$ cat config.mk
export PLATFORM = sky130hd
export DESIGN_NAME = bpa_ctrl
export DESIGN_NICKNAME = d
export VERILOG_FILES = /design/src/design/bitmap_page_allocator_assert.svh /design/src/design/bpa_pkg.sv /design/src/design/bpa_ctrl.sv
export SDC_FILE = /design/constraint.sdc
export NUM_CORES = 1
export LEC_CHECK = 0
export ABC_AREA = 1
export BUFFER_PORTS_ARGS = -buffer_cell sky130_fd_sc_hd__buf_2
export CAP_MARGIN = 15
export CORE_AREA = 4 4 41 43
export DETAILED_ROUTE_END_ITERATION = 6
export DIE_AREA = 0 0 45 47
export PLACE_DENSITY = 0.67
export RECOVER_POWER = 100
export SLEW_MARGIN = 0
export SYNTH_ARGS = -nofsm -noshare
export SYNTH_HDL_FRONTEND = slang
export SYNTH_SLANG_ARGS = --single-unit
$ cat constraint.sdc
create_clock -name clk -period 1.9 [get_ports clk]
set_input_delay 0 -clock clk [delete_from_list [all_inputs] [get_ports clk]]
set_output_delay 0 -clock clk [all_outputs]
set_load 0.02 [all_outputs]
$ cat src/design/bitmap_page_allocator_assert.svh
// assertion macros for the page allocator
`ifndef BITMAP_PAGE_ALLOCATOR_ASSERT_SVH
`define BITMAP_PAGE_ALLOCATOR_ASSERT_SVH

// same-cycle implication
`define BPA_ASSERT_IMPLY(lbl, ante, cons) \
  lbl: assert property (@(posedge clk) disable iff (rst) (ante) |-> (cons)) \
    else $error("page allocator assertion failed");

// next-cycle implication
`define BPA_ASSERT_NEXT(lbl, ante, cons) \
  lbl: assert property (@(posedge clk) disable iff (rst) (ante) |=> (cons)) \
    else $error("page allocator assertion failed");

`endif

$ cat src/design/bpa_pkg.sv
package bpa_pkg;

  typedef enum logic [0:0] {
    OP_ALLOC = 1'b0,
    OP_FREE  = 1'b1
  } bpa_op_t;

  typedef enum logic [1:0] {
    ST_OK       = 2'd0,
    ST_NOMEM    = 2'd1,
    ST_BADADDR  = 2'd2,
    ST_NOTALLOC = 2'd3
  } bpa_status_t;

  typedef struct packed {
    bpa_op_t     op;
    logic [31:0] free_address;
  } bpa_req_t;

  typedef struct packed {
    bpa_status_t status;
    logic [31:0] page_address;
  } bpa_rsp_t;

  typedef enum logic [3:0] {
    DP_NONE,
    DP_CLEAR,
    DP_LOAD,
    DP_SCAN_RD,
    DP_SCAN_CHK,
    DP_INDEX,
    DP_ADDR,
    DP_ALLOC_WR,
    DP_RANGE,
    DP_DIV,
    DP_FREE_RD,
    DP_FREE_WR
  } bpa_dp_op_t;

  typedef struct packed {
    bpa_dp_op_t  dp_op;
    logic        respond;
    bpa_status_t status;
  } bpa_cmd_t;

  typedef struct packed {
    logic word_full;
    logic last_word;
    logic addr_ovf;
    logic range_bad;
    logic bit_clear;
  } bpa_stat_t;

endpackage

$ cat src/design/bpa_ctrl.sv
module bpa_ctrl (
  input  logic               clk,
  input  logic               rst,
  input  logic               start,
  input  bpa_pkg::bpa_op_t   req_op,
  input  bpa_pkg::bpa_stat_t stat,
  output bpa_pkg::bpa_cmd_t  cmd,
  output logic               busy,
  output logic               done
);

  typedef enum logic [3:0] {
    S_CLEAR,
    S_IDLE,
    S_A_RD,
    S_A_CHK,
    S_A_IDX,
    S_A_ADDR,
    S_A_FIN,
    S_F_RNG,
    S_F_DIV,
    S_F_RD,
    S_F_TST
  } state_t;

  state_t state;
  state_t state_next;

  always_comb begin
    state_next  = state;
    cmd.dp_op   = bpa_pkg::DP_NONE;
    cmd.respond = 1'b0;
    cmd.status  = bpa_pkg::ST_OK;
    case (state)
      S_CLEAR: begin
        cmd.dp_op = bpa_pkg::DP_CLEAR;
        if (stat.last_word) begin
          state_next = S_IDLE;
        end
      end
      S_IDLE: begin
        if (start) begin
          cmd.dp_op  = bpa_pkg::DP_LOAD;
          state_next = (req_op == bpa_pkg::OP_FREE) ? S_F_RNG : S_A_RD;
        end
      end
      S_A_RD: begin
        cmd.dp_op  = bpa_pkg::DP_SCAN_RD;
        state_next = S_A_CHK;
      end
      S_A_CHK: begin
        cmd.dp_op = bpa_pkg::DP_SCAN_CHK;
        if (!stat.word_full) begin
          state_next = S_A_IDX;
        end else if (stat.last_word) begin
          cmd.respond = 1'b1;
          cmd.status  = bpa_pkg::ST_NOMEM;
          state_next  = S_IDLE;
        end else begin
          state_next = S_A_RD;
        end
      end
      S_A_IDX: begin
        cmd.dp_op  = bpa_pkg::DP_INDEX;
        state_next = S_A_ADDR;
      end
      S_A_ADDR: begin
        cmd.dp_op  = bpa_pkg::DP_ADDR;
        state_next = S_A_FIN;
      end
      S_A_FIN: begin
        cmd.respond = 1'b1;
        if (stat.addr_ovf) begin
          cmd.status = bpa_pkg::ST_NOMEM;
        end else begin
          cmd.dp_op  = bpa_pkg::DP_ALLOC_WR;
          cmd.status = bpa_pkg::ST_OK;
        end
        state_next = S_IDLE;
      end
      S_F_RNG: begin
        if (stat.range_bad) begin
          cmd.respond = 1'b1;
          cmd.status  = bpa_pkg::ST_BADADDR;
          state_next  = S_IDLE;
        end else begin
          cmd.dp_op  = bpa_pkg::DP_RANGE;
          state_next = S_F_DIV;
        end
      end
      S_F_DIV: begin
        cmd.dp_op  = bpa_pkg::DP_DIV;
        state_next = S_F_RD;
      end
      S_F_RD: begin
        cmd.dp_op  = bpa_pkg::DP_FREE_RD;
        state_next = S_F_TST;
      end
      S_F_TST: begin
        cmd.respond = 1'b1;
        if (stat.bit_clear) begin
          cmd.status = bpa_pkg::ST_NOTALLOC;
        end else begin
          cmd.dp_op  = bpa_pkg::DP_FREE_WR;
          cmd.status = bpa_pkg::ST_OK;
        end
        state_next = S_IDLE;
      end
      default: begin
        state_next = S_IDLE;
      end
    endcase
  end

  always_ff @(posedge clk) begin
    if (rst) begin
      state <= S_CLEAR;
      done  <= 1'b0;
    end else begin
      state <= state_next;
      done  <= cmd.respond;
    end
  end

  assign busy = (state != S_IDLE);

endmodule

==> run summary, run 1 <==
Critical path launch point type: flop
Num CTS Buffers: 3
Total track usage: 14.00%
# DRC: 0
Most used DFF post-synth: dfxtp_1
Final core utilization: 44.90%
Period utilization: 88.66%
Register area share after synthesis: 21.51%
Hold crit path type: primary input to flop
Die Area: 2115 sq um
Clock tree root buffer cell: clkbuf_4
Beginning of the worst hold path: stat[1]
Worst slew pin tran: 461.5 ps
R2R Setup Slk: 410 ps
Via Count: 569
Max-cap check violation count: 0
Most numerous cell in the Yosys netlist: nand2_1
WHS Endpoint: state[3]
Vias per std cell: 4.742
1st-iter DRT viols: 13
WHS Path Cells: 4
Routed Antenna Nets: 0
Critical path arrival: 1680 ps
Post-synth EDFFs: 0
Clock-pin transition on the worst setup and hold timing paths: 40 ps
Clock sink count: 5
Post-Syn Nets: 92
Synth area leaders: dfxtp_1, nand2_1, nand3_1, inv_1, nor2_1
Largest area contributor in the netlist: dfxtp_1
Share of the synthesized area in the top cell type: 21.51%
Routability cong.: 0.8636
Synthesized area: 465.4 sq um
Final setup fails: 0
Die width: 45 um
FF-to-FF End: state[0]
Crit-path max FO: 5
Setup crit end kind: primary output
Asr flop ratio synth: 0%
# Post-CTS Setup Buffers: 0
Slew headroom: 69.12%
Core area: 1301 sq um
Library cells used by synthesis: 16
Kind of critical path: flop to primary output
Yosys reg bits: 5
Layout cells sized above 1: 18.10%
TNS Setup: 0 ps
Syn-to-layout area delta: 25.54%
GR Overflow Total: 0
Mapped Avg Cell Area: 5.608 sq um
Unrepaired setup endpoints after global routing: false
Non-filler cells, final: 120
Worst VDD drop: 432.0 uV
Starting Density: 35.77%
P per Cell Area: 718.9 nW/um^2
CTS tree: yes
Vias in the first global route: 534
Reg2reg start: state[0]
Mapped Cells: 83
Worst path required time: 1900 ps
Cells after DPL: 115
Status: finished clean
Final WL: 1267 um
Top post-synthesis cells by count: nand2_1, nand3_1, inv_1
CTS Buffer Depth: 2
Number of antenna diodes: 0
Achievable Freq: 593.6 MHz
First-pass GRT wire length: 2111 um
Wire length per cell: 10.56 um
FP Rows: 13
# nets final: 115
Yosys warnings: 0
Drt first pass iters: 4
FF-to-FF path depth: 7
I/O pins: 18
Post-CTS resize count: 0
Leakage: 0.3358 nW
Final Hold Fails: 0
HPWL Detailed: 1047 um
Skew-Pair Late Insertion Delay: 240 ps
Chip height: 47 um
H-Tree Depth: 1
Port Buffers: 17
Pins Over Slew Limit: 0
Crit path time final: 1685 ps
Largest net degree at the start of global routing: 8
Initial antenna violation count: 0
Final Skew: 4.253 ps
==> critical path, stage by stage, from the launching register on <==
cell	delay (ps)
dfxtp_1	390
inv_2	80
nor2_1	220
nand2_1	120
or2_0	270
nand4_1	120
clkbuf_1	240
==> kinds of logic after synthesis <==
logic type	Yosys count	share of synthesized area, %
flops	5	21.51
buf+inv	15	12.10
compound gates	6	9.679
simple gates	57	56.72
==> per-stage QoR <==
stage	hold WS [ps]	power [mW]	setup WS, ps	area, sq um
final	75.31	0.4200	215.4	584.3
after global routing	97.87	0.4550	90.60	584.3
after CTS	60.99	0.4440	292.8	605.6
after detailed placement	227.1	0.3154	581.5	569.3
after global placement	235.1	0.3167	562.8	569.3
after floorplan	69.41	0.2638	664.9	465.4
==> area by class of cell <==
class	count	area [sq um]
inverter	15	56.30
clock buffer	4	26.28
fill	146	716.9
sequential	5	100.1
tap	15	18.77
multi-input combinational	63	295.3
timing repair buffer	18	87.58
==> state kept, by name, summed over array words and instances (netlist names) <==
register and flops:
done 1, state 4
==> what timing repair did <==
| item | in CTS | in global routing |
|---|---|---|
| setup endpoints to repair | 0 | 0 |
| hold endpoints to repair | 3 | 0 |
| hold buffers | 1 | 0 |
==> routing by layer <==
| layer | vias to the layer above | GRT usage [%] | share of wire, % |
|---|---|---|---|
| met5 | - | 0 | 0 |
| met4 | 0 | 1.754 | 0 |
| met3 | 0 | 8.429 | 9.5 |
| met2 | 20 | 22.88 | 43 |
| met1 | 240 | 16.21 | 47 |
| li1 | 309 | - | - |
==> worst max path at each step <==
stage,cells past startpoint,to,slack (ps),startpoint
2_1_floorplan,7,state[0],660,state[0]
3_3_place_gp,6,cmd[3],560,state[3]
3_5_place_dp,6,cmd[3],580,state[3]
4_1_cts,6,cmd[3],290,state[3]
5_1_grt,7,cmd[5],90,state[0]
6_report,6,cmd[3],220,state[3]
==> cell usage in the layout (no fill, tap or decap), drive strengths merged <==
master and n:
a31oi 1, buf 11, nand4 2, or2 2, o211ai 3, dfxtp 5, nor3 2, nand2 26
o21ai 1, nor2 11, clkbuf 10, dlygate4sd3 1, nand3 14, inv 15, o31ai 1
==> power by group <==
part / switching [mW] / internal, mW / total (mW)
Clock: 0.0411 / 0.0792 / 0.120
Sequential: 0.0136 / 0.115 / 0.129
Combinational: 0.115 / 0.0562 / 0.171
(Power assumes the default switching activity.)
==> run 2, diff against run 1 <==
--- a/config.mk
+++ b/config.mk
@@ -5,13 +5,12 @@
 export SDC_FILE = /design/constraint.sdc
 export NUM_CORES = 1
 export LEC_CHECK = 0
-export ABC_AREA = 1
 export BUFFER_PORTS_ARGS = -buffer_cell sky130_fd_sc_hd__buf_2
 export CAP_MARGIN = 15
 export CORE_AREA = 4 4 41 43
 export DETAILED_ROUTE_END_ITERATION = 6
 export DIE_AREA = 0 0 45 47
-export PLACE_DENSITY = 0.67
+export PLACE_DENSITY = 0.72
 export RECOVER_POWER = 100
 export SLEW_MARGIN = 0
 export SYNTH_ARGS = -nofsm -noshare
==> run summary, run 2 <==
Status: finished clean
# DRC: 0
Cell Area, Placed: 595.6 sq um
WHS Path Cells: 3
CTS Buffer Depth: 2
Critical path launch point type: flop
Port Buffers: 17
Wire length per cell: 12.95 um
Crit path time final: 1760 ps
FF-to-FF path depth: 3
Die width: 45 um
Most frequent cells in the layout: buf_2, nor2_1, a21oi_1, clkbuf_1, o21ai_0
Die Area: 2115 sq um
Library cells used by synthesis: 36
Worst path required time: 1900 ps
Layer with the highest usage: met2
Vias in the first global route: 506
HPWL Detailed: 957.1 um
Yosys reg bits: 5
Crit-path max FO: 16
Clock-pin transition on the worst setup and hold timing paths: 50 ps
# Post-CTS Setup Buffers: 0
Pint: 0.2199 mW
Initial antenna violation count: 0
Most used DFF post-synth: dfxtp_1
Final WL: 1334 um
Setup crit end kind: primary output
H-Tree Depth: 1
Commonest non-fill, non-tap cell in the layout: buf_2
Design area: 605.6 sq um
Regs by FF count: state x4, done x1
Total track usage: 13.36%
GR Overflow Total: 0
Max-cap check violation count: 0
Hold crit path type: primary input to flop
Kind of critical path: flop to primary output
Switch Pwr: 0.09777 mW
Min Hold Slack: 72.74 ps
Leakage: 0.2466 nW
I/O pins: 18
Chip height: 47 um
# nets final: 98
Final setup fails: 0
Most numerous cell in the Yosys netlist: nor2_1
TNS Setup: 0 ps
Post-synth EDFFs: 0
CTS tree: yes
Final Power: 0.3176 mW
Synthesized area: 528.0 sq um
Slew headroom: 63.96%
Pins Over Slew Limit: 0
Worst slew pin tran: 539.9 ps
Unrepaired setup endpoints after global routing: false
1st-iter DRT viols: 19
Skew-Pair Late Insertion Delay: 240 ps
Routability cong.: 0.8486
Clock sink count: 5
Largest area contributor in the netlist: dfxtp_1
Share of the synthesized area in the top cell type: 18.96%
Switching share of total power: 30.78%
Critical path arrival: 1760 ps
Mapped Cells: 70
Routed Antenna Nets: 0
Register area share after synthesis: 18.96%
R2R Setup Slk: 300 ps
Final Hold Fails: 0
Top post-synthesis cells by count: nor2_1, a21oi_1, o21ai_0
Syn-to-layout area delta: 14.69%
WHS Endpoint: done
Yosys warnings: 0
Number of antenna diodes: 0
Clock power share: 38.5%
Worst VDD drop: 518.6 uV
Biggest register: state
First-pass GRT wire length: 2076 um
Final Skew: 6.156 ps
Num CTS Buffers: 3
Starting Density: 40.58%
M2 GR Usage: 20.90%
Core area: 1301 sq um
Sequential power share: 38.0%
Clock tree root buffer cell: clkbuf_4
Reg2reg start: state[0]
Vias per std cell: 5.583
Post-Syn Nets: 79
Asr flop ratio synth: 0%
Max reg flops: 4
Achievable Freq: 568.1 MHz
M3 GR Usage: 6.130%
Via Count: 575
Beginning of the worst hold path: stat[3]
Combinational cell fraction of total power: 23.4%
FF-to-FF End: state[0]
Mapped Avg Cell Area: 7.543 sq um
Period utilization: 92.65%
Synth area leaders: dfxtp_1, a21oi_1, nor2_1, buf_6, o21ai_0
Layout cells sized above 1: 26.14%
FP Rows: 13
Largest net degree at the start of global routing: 17
Drt first pass iters: 4
P per Cell Area: 524.5 nW/um^2
GR Util met1: 16.86%
run 2: per-layer routing:
layer | wire length [um] | up-vias
li1 | - | 290
met1 | 610 | 268
met2 | 626 | 17
met3 | 96 | 0
met4 | 0 | 0
met5 | 0 | -
run 2: kinds of logic (layout without fill, tap and decap cells):
family	Yosys count	in the layout	synth area share (%)
simple gates	29	29	35.07
buf+inv	9	27	11.85
flops	5	5	18.96
compound gates	27	27	34.12
run 2: power by group through the flow:
stage / Clock (mW) / Sequential, mW / Combinational, mW
2_1_floorplan: 0 / 0.114 / 0.0616
3_3_place_gp: 0 / 0.123 / 0.0767
3_5_place_dp: 0 / 0.123 / 0.0770
4_1_cts: 0.128 / 0.121 / 0.0790
5_1_grt: 0.140 / 0.122 / 0.0824
6_report: 0.122 / 0.121 / 0.0745
run 2: final cells by class:
| type | count | area, sq um |
|---|---|---|
| clock buffers | 4 | 26.28 |
| inverters | 3 | 11.26 |
| repair buffers | 20 | 98.84 |
| fillers | 153 | 695.7 |
| multi-input cells | 56 | 349.1 |
| well taps | 15 | 18.77 |
| flip-flops and latches | 5 | 101.3 |
run 2: repair_timing:
item,in CTS,in global routing
hold endpoints to repair,3,0
gates resized for setup,0,1
hold buffers,1,0
setup endpoints to repair,0,1
run 2: worst max-delay path, cell delays in order, from the launching register on:
cell and delay, ps:
dfxtp_1 650, inv_2 150, nor4b_1 350, a31oi_1 70, nor2b_1 110, buf_2 170
run 2: worst max path at each step:
stage	endpoint	depth (start not counted)	from	slack, ps
2_1_floorplan	cmd[3]	4	state[3]	540
3_3_place_gp	cmd[1]	5	state[3]	370
3_5_place_dp	cmd[1]	5	state[3]	410
4_1_cts	cmd[1]	5	state[3]	110
5_1_grt	cmd[1]	5	state[3]	20
6_report	cmd[1]	5	state[3]	140
run 2: stage by stage:
step	util (%)	setup slack (ps)	cells
floorplan	-	538.4	70
CTS	48.56	110.8	103
finish	46.54	139.7	103
global placement	45.77	368.3	98
detailed placement	45.77	407.2	98
global route	46.54	19.41	103
